### config.mk
export PLATFORM = sky130hd
export DESIGN_NAME = well512a_random_generator_unit
export DESIGN_NICKNAME = d
export VERILOG_FILES = /design/src/rtl/well_pkg.sv /design/src/rtl/well512a_random_generator_unit.sv /design/src/rtl/well_front.sv /design/src/rtl/well_queue.sv /design/src/rtl/well_back.sv
export SDC_FILE = /design/constraint.sdc
export NUM_CORES = 2
export LEC_CHECK = 0
export ABC_AREA = 1
export ABC_CLOCK_PERIOD_IN_PS = 11320
export BUFFER_PORTS_ARGS = -buffer_cell sky130_fd_sc_hd__clkbuf_2
export CORE_MARGIN = 1
export CORE_UTILIZATION = 50
export CTS_CLUSTER_SIZE = 16
export DETAILED_ROUTE_END_ITERATION = 6
export PLACE_DENSITY_LB_ADDON = 0.05
export SLEW_MARGIN = 15
export SYNTH_ARGS = -nofsm -noshare
export SYNTH_HDL_FRONTEND = slang
export SYNTH_SLANG_ARGS = --single-unit
### constraint.sdc
create_clock -name clk -period 11.32 [get_ports clk]
set_clock_uncertainty 0.05 [all_clocks]
set_input_delay 1.132 -clock clk [delete_from_list [all_inputs] [get_ports clk]]
set_output_delay 1.132 -clock clk [all_outputs]
set_load 0.1 [all_outputs]
### src/rtl/well_pkg.sv
// Shared types, constants and the seed table for the WELL512a generator.
`default_nettype none

package well_pkg;

	localparam int unsigned WORD_W      = 32;
	localparam int unsigned POOL_DEPTH  = 16;
	localparam int unsigned QUEUE_DEPTH = 2;
	localparam int unsigned CFG_INDEX_W = 1;

	localparam logic [WORD_W-1:0] SEED_VALUE  = 32'd5489;
	localparam logic [WORD_W-1:0] SEED_MULT   = 32'd1812433253;
	localparam logic [WORD_W-1:0] TEMPER_MASK = 32'hda442d24;

	// Reset values of the range registers, signed Q16.16.
	localparam logic [WORD_W-1:0] RANGE_LOW_RESET  = 32'h0000_0000;
	localparam logic [WORD_W-1:0] RANGE_HIGH_RESET = 32'h0001_0000;

	// Configuration register indexes.
	localparam logic [CFG_INDEX_W-1:0] REG_RANGE_LOW  = 1'd0;
	localparam logic [CFG_INDEX_W-1:0] REG_RANGE_HIGH = 1'd1;

	typedef logic [POOL_DEPTH-1:0][WORD_W-1:0] pool_t;

	// One generated number waiting for scaling.
	typedef struct packed {
		logic [WORD_W-1:0] word;
		logic              last;
	} item_t;

	// Scaling setup derived from the range registers.
	typedef struct packed {
		logic [WORD_W-1:0] low;
		logic [WORD_W-1:0] span_mag;
		logic              span_neg;
	} scale_cfg_t;

	// Initial pool contents from the seed recurrence, evaluated at elaboration.
	function automatic pool_t pool_seed();
		pool_t             p;
		logic [WORD_W-1:0] w;
		w    = SEED_VALUE;
		p    = '0;
		p[0] = w;
		for (int i = 1; i < POOL_DEPTH; i++) begin
			w    = SEED_MULT * (w ^ (w >> 30)) + WORD_W'(i);
			p[i] = w;
		end
		return p;
	endfunction

endpackage

`default_nettype wire

### src/rtl/well512a_random_generator_unit.sv
// Top level of the WELL512a random generator with range scaling.
`default_nettype none

// WELL512a pseudo-random generator. Every item accepted on the input channel
// requests one number; every result item carries the generated 32-bit word,
// that word mapped into [range_low, range_high) as signed Q16.16, and a copy
// of the batch mark. The block sustains one item per clock cycle while the
// output is not stalled: the pool of sixteen words is kept as a rotating
// register so the four taps of the recurrence sit at fixed places.
// An accepted item is written into the queue; the scaling path then
// registers the queue head, then the 32x32 product of span and word,
// then the final add. A small queue between generation and scaling lets
// the input keep flowing while the output is stalled, until the queue and
// the three back-end registers fill.
// The range registers are written through the configuration channel, which
// is always ready; index 0 is range_low, index 1 is range_high. Write them
// only while no item is in flight. A reversed range is allowed and yields
// values in [range_high, range_low]; an empty range returns range_low.
// After reset the pool holds the standard seed sequence from 5489, the
// range is [0, 1.0) and no clearing pass is needed.

module well512a_random_generator_unit
	import well_pkg::*;
#(
	parameter int unsigned QUEUE_DEPTH_P = QUEUE_DEPTH
) (
	input  wire logic                   clk,
	input  wire logic                   arst_n,
	input  wire logic                   in_valid,
	output logic                        in_ready,
	input  wire logic                   last_request,
	output logic                        out_valid,
	input  wire logic                   out_ready,
	output logic [WORD_W-1:0]           raw_word,
	output logic signed [WORD_W-1:0]    scaled_value,
	output logic                        last_result,
	input  wire logic                   cfg_valid,
	output logic                        cfg_ready,
	input  wire logic [CFG_INDEX_W-1:0] cfg_index,
	input  wire logic [WORD_W-1:0]      cfg_data
);

	logic [WORD_W-1:0] range_low_q;
	logic [WORD_W-1:0] range_high_q;
	logic [WORD_W-1:0] span_mag_q;
	logic              span_neg_q;

	logic [WORD_W:0]   span;
	logic [WORD_W:0]   span_abs;

	item_t      push_item;
	item_t      head_item;
	logic       push, pop, head_valid, queue_full;
	scale_cfg_t scale_cfg;

	// Configuration writes land directly in the range registers, so the port never stalls.
	assign cfg_ready = 1'b1;

	always_ff @(posedge clk or negedge arst_n) begin
		if (!arst_n) begin
			range_low_q  <= RANGE_LOW_RESET;
			range_high_q <= RANGE_HIGH_RESET;
		end else if (cfg_valid && cfg_ready) begin
			case (cfg_index)
				REG_RANGE_LOW:  range_low_q  <= cfg_data;
				REG_RANGE_HIGH: range_high_q <= cfg_data;
				default: ;
			endcase
		end
	end

	// The span is taken at 33 bits; its magnitude always fits in 32 bits.
	// It is registered so the multiplier sees a clean operand. An accepted
	// item passes the queue and the first scaling register before the multiplier,
	// so a write in the same cycle as the accept is still seen in time.
	assign span     = {range_high_q[WORD_W-1], range_high_q}
	                - {range_low_q[WORD_W-1], range_low_q};
	assign span_abs = span[WORD_W] ? (~span + (WORD_W+1)'(1)) : span;

	always_ff @(posedge clk or negedge arst_n) begin
		if (!arst_n) begin
			span_mag_q <= RANGE_HIGH_RESET - RANGE_LOW_RESET;
			span_neg_q <= 1'b0;
		end else begin
			span_mag_q <= span_abs[WORD_W-1:0];
			span_neg_q <= span[WORD_W];
		end
	end

	assign scale_cfg.low      = range_low_q;
	assign scale_cfg.span_mag = span_mag_q;
	assign scale_cfg.span_neg = span_neg_q;

	well_front u_front (
		.clk          (clk),
		.arst_n       (arst_n),
		.in_valid     (in_valid),
		.in_ready     (in_ready),
		.last_request (last_request),
		.queue_full   (queue_full),
		.push         (push),
		.push_item    (push_item)
	);

	// The queue depth must be a power of two, at least two.
	well_queue #(
		.DEPTH (QUEUE_DEPTH_P)
	) u_queue (
		.clk        (clk),
		.arst_n     (arst_n),
		.push       (push),
		.push_item  (push_item),
		.pop        (pop),
		.head_item  (head_item),
		.head_valid (head_valid),
		.full       (queue_full)
	);

	well_back u_back (
		.clk          (clk),
		.arst_n       (arst_n),
		.head_item    (head_item),
		.head_valid   (head_valid),
		.pop          (pop),
		.scale_cfg    (scale_cfg),
		.out_valid    (out_valid),
		.out_ready    (out_ready),
		.raw_word     (raw_word),
		.scaled_value (scaled_value),
		.last_result  (last_result)
	);

endmodule

`default_nettype wire

### src/rtl/well_front.sv
// Front end: accepts requests, runs the WELL512a recurrence on a rotating pool.
`default_nettype none

module well_front
	import well_pkg::*;
(
	input  wire logic  clk,
	input  wire logic  arst_n,
	input  wire logic  in_valid,
	output logic       in_ready,
	input  wire logic  last_request,
	input  wire logic  queue_full,
	output logic       push,
	output item_t      push_item
);

	localparam pool_t POOL_SEED = pool_seed();

	// pool_q[k] holds the word at (position + k) mod 16, so every tap is fixed.
	pool_t pool_q;

	logic [WORD_W-1:0] a, c9, c13, e;
	logic [WORD_W-1:0] b, c, n0, d, n1;

	always_comb begin
		a   = pool_q[0];
		c9  = pool_q[9];
		c13 = pool_q[13];
		e   = pool_q[15];
		b   = a ^ (a << 16) ^ c13 ^ (c13 << 15);
		c   = c9 ^ (c9 >> 11);
		n0  = b ^ c;
		d   = n0 ^ ((n0 << 5) & TEMPER_MASK);
		n1  = e ^ (e << 2) ^ b ^ (b << 18) ^ (c << 28) ^ d;
	end

	assign in_ready       = ~queue_full;
	assign push           = in_valid & in_ready;
	assign push_item.word = n1;
	assign push_item.last = last_request;

	// The position steps back by one: the new word at the old position-1
	// lands at slot 0, the word written at the old position at slot 1, and
	// the rest shift up by one.
	always_ff @(posedge clk or negedge arst_n) begin
		if (!arst_n) begin
			pool_q <= POOL_SEED;
		end else if (push) begin
			pool_q[0] <= n1;
			pool_q[1] <= n0;
			for (int k = 2; k < POOL_DEPTH; k++) begin
				pool_q[k] <= pool_q[k-1];
			end
		end
	end

endmodule

`default_nettype wire

### src/rtl/well_queue.sv
// Small FIFO that decouples number generation from scaling.
`default_nettype none

module well_queue
	import well_pkg::*;
#(
	parameter int unsigned DEPTH = QUEUE_DEPTH
) (
	input  wire logic  clk,
	input  wire logic  arst_n,
	input  wire logic  push,
	input  wire item_t push_item,
	input  wire logic  pop,
	output item_t      head_item,
	output logic       head_valid,
	output logic       full
);

	localparam int unsigned PTR_W = $clog2(DEPTH);
	localparam int unsigned CNT_W = $clog2(DEPTH + 1);

	item_t              mem_q [DEPTH];
	logic [PTR_W-1:0]   wr_ptr_q;
	logic [PTR_W-1:0]   rd_ptr_q;
	logic [CNT_W-1:0]   count_q;

	assign head_item  = mem_q[rd_ptr_q];
	assign head_valid = (count_q != '0);
	assign full       = (count_q == CNT_W'(DEPTH));

	always_ff @(posedge clk) begin
		if (push) begin
			mem_q[wr_ptr_q] <= push_item;
		end
	end

	// Pointers wrap on their own since the depth is a power of two.
	always_ff @(posedge clk or negedge arst_n) begin
		if (!arst_n) begin
			wr_ptr_q <= '0;
			rd_ptr_q <= '0;
			count_q  <= '0;
		end else begin
			if (push) begin
				wr_ptr_q <= wr_ptr_q + PTR_W'(1);
			end
			if (pop) begin
				rd_ptr_q <= rd_ptr_q + PTR_W'(1);
			end
			count_q <= count_q + CNT_W'(push) - CNT_W'(pop);
		end
	end

endmodule

`default_nettype wire

### src/rtl/well_back.sv
// Back end: scales each word into the configured range and holds the result.
`default_nettype none

module well_back
	import well_pkg::*;
(
	input  wire logic         clk,
	input  wire logic         arst_n,
	input  wire item_t        head_item,
	input  wire logic         head_valid,
	output logic              pop,
	input  wire scale_cfg_t   scale_cfg,
	output logic              out_valid,
	input  wire logic         out_ready,
	output logic [WORD_W-1:0] raw_word,
	output logic signed [WORD_W-1:0] scaled_value,
	output logic              last_result
);

	logic                valid_s1, valid_s2, out_valid_q;
	logic [WORD_W-1:0]   word_s1, word_s2;
	logic                last_s1, last_s2;
	logic [2*WORD_W-1:0] prod_s2;
	logic [WORD_W-1:0]   raw_q, scaled_q;
	logic                last_q;

	logic en1, en2, en3;
	logic [WORD_W-1:0] hi;
	logic              nz;

	assign en3 = ~out_valid_q | out_ready;
	assign en2 = ~valid_s2 | en3;
	assign en1 = ~valid_s1 | en2;
	assign pop = head_valid & en1;

	// Upper product word, and whether anything was lost below it; a negative
	// span rounds the quotient toward minus infinity.
	assign hi = prod_s2[2*WORD_W-1:WORD_W];
	assign nz = (prod_s2[WORD_W-1:0] != '0);

	always_ff @(posedge clk or negedge arst_n) begin
		if (!arst_n) begin
			valid_s1    <= 1'b0;
			valid_s2    <= 1'b0;
			out_valid_q <= 1'b0;
		end else begin
			if (en1) valid_s1 <= pop;
			if (en2) valid_s2 <= valid_s1;
			if (en3) out_valid_q <= valid_s2;
		end
	end

	always_ff @(posedge clk) begin
		if (en1) begin
			word_s1 <= head_item.word;
			last_s1 <= head_item.last;
		end
		if (en2) begin
			word_s2 <= word_s1;
			last_s2 <= last_s1;
			prod_s2 <= {{WORD_W{1'b0}}, scale_cfg.span_mag} * {{WORD_W{1'b0}}, word_s1};
		end
		if (en3) begin
			raw_q  <= word_s2;
			last_q <= last_s2;
			if (scale_cfg.span_neg) begin
				scaled_q <= scale_cfg.low - hi - WORD_W'(nz);
			end else begin
				scaled_q <= scale_cfg.low + hi;
			end
		end
	end

	assign out_valid    = out_valid_q;
	assign raw_word     = raw_q;
	assign scaled_value = scaled_q;
	assign last_result  = last_q;

endmodule

`default_nettype wire
=== After elaboration in Yosys (flattened, before gate mapping) ===
Memories as Yosys holds them, arrays and structs flattened. A register that Yosys moved wholly into a read port is not among the register bits.
Cells that the tools add are included.

* Bits of input ports: 39
* Output and inout bits: 68
* Bits in registers: 778
* Latch bits: 0
* Logic and storage cells: 74
* Bits in read-only memories: 0
* Memory bits (writable): 66
* Memories: 1

* Mux-type cells: 4
* Multiply operators: 1
* Div/mod/pow operators: 0
* Equal/unequal tests: 1
* Bitwise gates (word level): 22
* $lt $le $gt $ge: 0
* Shift-type cells: 0
* Add/sub/neg operators: 9
* Reductions and logical operators: 4

{| class="wikitable"
|+ Memories
! memory !! words !! bits a word !! read ports !! clocked after memory_dff !! wr ports !! RTL line !! RTL
|-
| u_queue.mem_q || 2 || 33 || 1 || 1 || 1 || well_queue.sv:22 || <nowiki>item_t mem_q [DEPTH];</nowiki>
|}

{| class="wikitable"
|+ Operator list
! operator !! number
|-
| $xor A32 B32 Y32 || 10
|-
| $mul A32 B32 Y64 || 1
|-
| $mux W32 || 2
|-
| $sub A32 B32 Y33 || 1
|-
| $add A32 B1 Y32 const B || 1
|-
| $add A32 B32 Y32 || 1
|-
| $not A32 Y32 || 1
|-
| $reduce_bool A32 Y1 || 1
|-
| $sub A32 B1 Y32 || 1
|-
| $sub A32 B32 Y32 || 1
|-
| $xor A32 B21 Y32 || 1
|-
| $not A1 Y1 || 5
|-
| $reduce_and A2 Y1 || 2
|-
| $or A1 B1 Y1 || 3
|-
| $add A1 B1 Y1 const B || 2
|-
| $add A2 B1 Y2 || 1
|-
| $and A1 B1 Y1 || 2
|-
| $eq A2 B2 Y1 const B || 1
|-
| $mux W1 || 2
|-
| $reduce_bool A2 Y1 || 1
|-
| $sub A2 B1 Y2 || 1
|}

=== Logic depth before layout (Yosys ltp) ===
* Depth in word-level cells: 7
* Gate-level depth with buffers: 32
* Mapped depth without buffers: 31

=== Cells and area by module ===
From an unflattened synthesis, not the netlist that was laid out.

* Cells, all modules: 9,918
* Area, all modules: 78,756.8 µm²

{| class="wikitable"
|+ By module, submodules not included
! module !! cells an instance !! area each (µm²) !! instances
|-
| well_back || 6,265 || 47,416.7 || 1
|-
| well_front || 2,391 || 21,674.5 || 1
|-
| well512a_random_generator_unit || 1,065 || 7,005.5 || 1
|-
| well_queue || 197 || 2,660.1 || 1
|}

=== Worst setup path before layout ===
No wires, ideal clock.

* Path type: register to register
* From: reg span_mag_q[16]
* To: reg u_back.prod_s2[45], data pin
* Stages on the path, launching flop included: 29
* Library setup time: 0.259 ns
* Period minus slack after synthesis: 6.860 ns
* Path slack: 4.460 ns
* Data required time: 11.011 ns
* Arrival time: 6.551 ns
* Cell sequence: dfstp_2 > clkbuf_1 > nand2_1 > inv_1 > fa_1 > inv_1 > fa_1 > fa_1 > fa_1 > inv_1 > fa_1 > inv_1 > fa_1 > inv_1 > fa_1 > inv_1 > fa_1 > inv_1 > ha_1 > a21oi_1 > o21ai_0 > a21oi_1 > nand2_1 > a21oi_1 > o21ai_1 > a21boi_0 > o21ai_0 > nand2_1 > nand2_1

* Cells in the longest elaborated chain, start to end: 1

{| class="wikitable"
|+ Ends and longest elaborated chain
! item !! RTL line !! RTL
|-
| start: declaration || well512a_random_generator_unit.sv:45 || <nowiki>logic [WORD_W-1:0] span_mag_q;</nowiki>
|-
| start signal: assignment || well512a_random_generator_unit.sv:82 || <nowiki>span_mag_q <= RANGE_HIGH_RESET - RANGE_LOW_RESET;</nowiki>
|-
| start signal: assignment || well512a_random_generator_unit.sv:85 || <nowiki>span_mag_q <= span_abs[WORD_W-1:0];</nowiki>
|-
| $mul A32 B32 Y64 || well_back.sv:61 || <nowiki>prod_s2 <= {{WORD_W{1'b0}}, scale_cfg.span_mag} * {{WORD_W{1'b0}}, word_s1};</nowiki>
|-
| end signal: assignment || well_back.sv:61 ||
|-
| end: declaration || well_back.sv:23 || <nowiki>logic [2*WORD_W-1:0] prod_s2;</nowiki>
|}

Every way passes these cells.
A chain may end at the register's enable or synchronous reset.

=== Worst setup path after layout ===
* From: reg span_mag_q[12]
* To: reg u_back.prod_s2[45], data pin

The elaborated chain is that of the path after synthesis.

==> key figures <==
Status
  • Outcome: complete, but fails checks
  • Failing checks: design-rule violations

Worst setup path
  • Critical path's top delay family: adder cells
  • CP max stage cell: dfrtp_1
  • Setup crit start kind: flop
  • Critical path fanouts, max: 23
  • Worst Path Buf+Inv: 8
  • R2r setup slk: 3.07 ns
  • CP max stage delay: around 0.74 ns
  • CP endpoint kind: flop
  • Required @ worst endpoint: between 10 and 15 ns
  • CP Class: flop to flop
  • Worst EP arrival: approximately 8.6 ns
  • Most frequent CP cell: fa_1

Placement
  • GP Congestion: between 0.9 and 1
  • Placed cells: around 11000
  • Setup WS pre-CTS: 3.10 ns
  • HPWL after DPL: approximately 160 mm
  • Placed inst area: between 0.07 and 0.08 mm²
  • Port Buffers: around 110

Drt
  • Vias: 55000
  • Vias per cell: 5.08
  • Drt drc: 2
  • Routed wire length: between 200 and 250 mm
  • DRT Pass-1 Iters: 7
  • Routed wire length per instance: approximately 19 µm
  • DRT antenna net count: 0
  • Drt initial violations: between 3000 and 4000

Yosys
  • Xor and xnor area share after synthesis: under 10%
  • Largest family of logic cells by synthesized area: adder cells
  • Sequential share of the synthesized area: between 30% and 40%
  • Post-synthesis cell type count: 52
  • Post-synth EDFFs: between 200 and 300
  • Syn Area/Cell: 8.46 µm²
  • Post-synthesis mux area share: less than 1%
  • Compound-gate portion of the synthesized area: slightly above 6%
  • Post-synthesis simple-gate area fraction: 15.9%
  • Syn nets: 10200
  • Adder and majority cell fraction of the synthesized area: approximately 31%
  • Async set-reset flop share out of synthesis: about 70%
  • Synth Instances: 8854
  • Primary FF master, synth: dfrtp_1
  • Mapped cell area: around 0.075 mm²
  • Yosys reg bits: ~880
  • Syn. warnings: 0

Finish
  • Multi-input logic area: 0.0423 mm²
  • Reg area: roughly 0.024 mm²
  • Nets: between 10000 and 15000
  • Non-Filler Instances: 10800
  • Final instance area: 0.0806 mm²
  • Fill cell count: between 10000 and 15000
  • Most common library cell in the layout ignoring fill and taps: nand2_1
  • Layout cells sized above 1: 7.21%
  • Commonest non-fill, non-tap cells in the layout: nand2_1, inv_1, fa_1
  • Largest register FFs: between 300 and 400
  • Largest regs: u_front.pool_q: 384 flops, u_queue.mem_q: 66 flops, u_back.prod_s2: 64 flops
  • Layout area overhead: 7.62%
  • N_diodes: 0
  • Most flop-heavy register: u_front.pool_q

GRT
  • GRT Util Overall: about 29%
  • Initial antenna violation count: 3
  • M2 GR Usage: 48.8%
  • Vias in the first global route: around 57000
  • Global-route wire length before repair: approximately 330 mm
  • Global routing usage on met1: about two fifths
  • Routing usage on met3: slightly below 3%
  • GRT overflow: 0
  • Largest net degree at the start of global routing: 221
  • Busiest grt layer: met2

Timing
  • Relative slew slack: a little over a fifth
  • Crit share post-route: 72.9%
  • Setup TNS: 0 ns
  • Setup Viol. Count Final: 0
  • Final hold vios: 0
  • Worst setup margin: 3.07 ns
  • Max-slew violation count: 0
  • Min Tclk post-route: between 8 and 9 ns
  • RSZ-0062 raised after global routing: no
  • Top achievable clock speed: roughly 120 MHz
  • Slew @ Worst Pin: 1.18 ns

Floorplan
  • Die width: ~390 µm
  • Die H: around 400 µm
  • Starting density of the core: between 50% and 60%
  • Core Rows: between 100 and 150
  • Core Region: between 0.1 and 0.15 mm²
  • Die area: 0.151 mm²
  • IO Count: roughly 110

CTS
  • Sink Count: 877
  • Clk Latency, worst-skew pair: 0.74 ns
  • Clock buffer depth: 3
  • Number of post-CTS setup repair buffers: 0
  • H-tree Lvls: 3
  • CTS tree: done
  • Clk slew on worst S/H paths: roughly 0.07 ns
  • Clock root buffer: clkbuf_16
  • Hold_buf cts: 0
  • Post-cts repair resize count: 0
  • CTS buffer count: 98

Hold path
  • Hold Path Class: flop to flop

Job
  • Max-Cap Viols: 0
## metal layers
layer	up-vias	wire, µm
met4	2	6300
met1	27400	91100
met5	-	13
met3	290	9260
met2	1198	103000
li1	26000	-
## final timing paths
| path | endpoint | startpoint | cells past startpoint |
|---|---|---|---|
| max | u_back.prod_s2[45] | span_mag_q[12] | 28 |
| min | u_back.raw_word[25] | u_back.word_s2[25] | 0 |
| max reg2reg | u_back.prod_s2[45] | span_mag_q[12] | 28 |
| min reg2reg | u_back.raw_word[25] | u_back.word_s2[25] | 0 |
| max in group asynchronous | u_front.pool_q[346] | arst_n | 3 |
| min in group asynchronous | u_front.pool_q[251] | arst_n | 1 |
## synth_stat cells (27+ instances only)
cell / n / share of area (%)
a21oi_1: 227 / 1.5
a31oi_1: 27 / 0.23
clkbuf_1: 327 / 1.6
dfrtp_1: 363 / 12
dfstp_2: 253 / 8.9
edfxtp_1: 261 / 10
fa_1: 900 / 24
ha_1: 389 / 6.5
inv_1: 2066 / 10
nand2_1: 2614 / 13
nand3_1: 91 / 0.61
nor2_1: 272 / 1.4
o21ai_0: 548 / 3.7
xnor2_1: 164 / 1.9
xor2_1: 152 / 1.8
## metrics by stage
stage | util [%] | hold WS [ns]
3_5_place_dp | 52.2 | 0.355
4_1_cts | 54.4 | 0.355
2_1_floorplan | - | 0.350
6_report | 54.4 | 0.356
3_3_place_gp | 52.2 | 0.350
5_1_grt | 54.4 | 0.363
## kinds of logic after synthesis
kind of cell | count (synthesis)
AO/OA/AOI/OAI | 878
XOR/XNOR | 319
adder cells (fa/ha/maj) | 1289
buffers and inverters | 2411
flip-flops | 877
multiplexers | 1
other | 1
AND/OR/NAND/NOR | 3078
## cell type report
| class | instances | share of cell area (%) |
|---|---|---|
| clock buffers | 139 | 3.42 |
| clock inverters | 47 | 0.697 |
| inverters | 2072 | 9.66 |
| multi-input cells | 5566 | 52.5 |
| flip-flops and latches | 877 | 29.3 |
| well taps | 1930 | 3.00 |
| repair buffers | 187 | 1.49 |
Power is not shown: default switching activity piles up to over one toggle a cycle in this logic, so the estimate is an artifact.
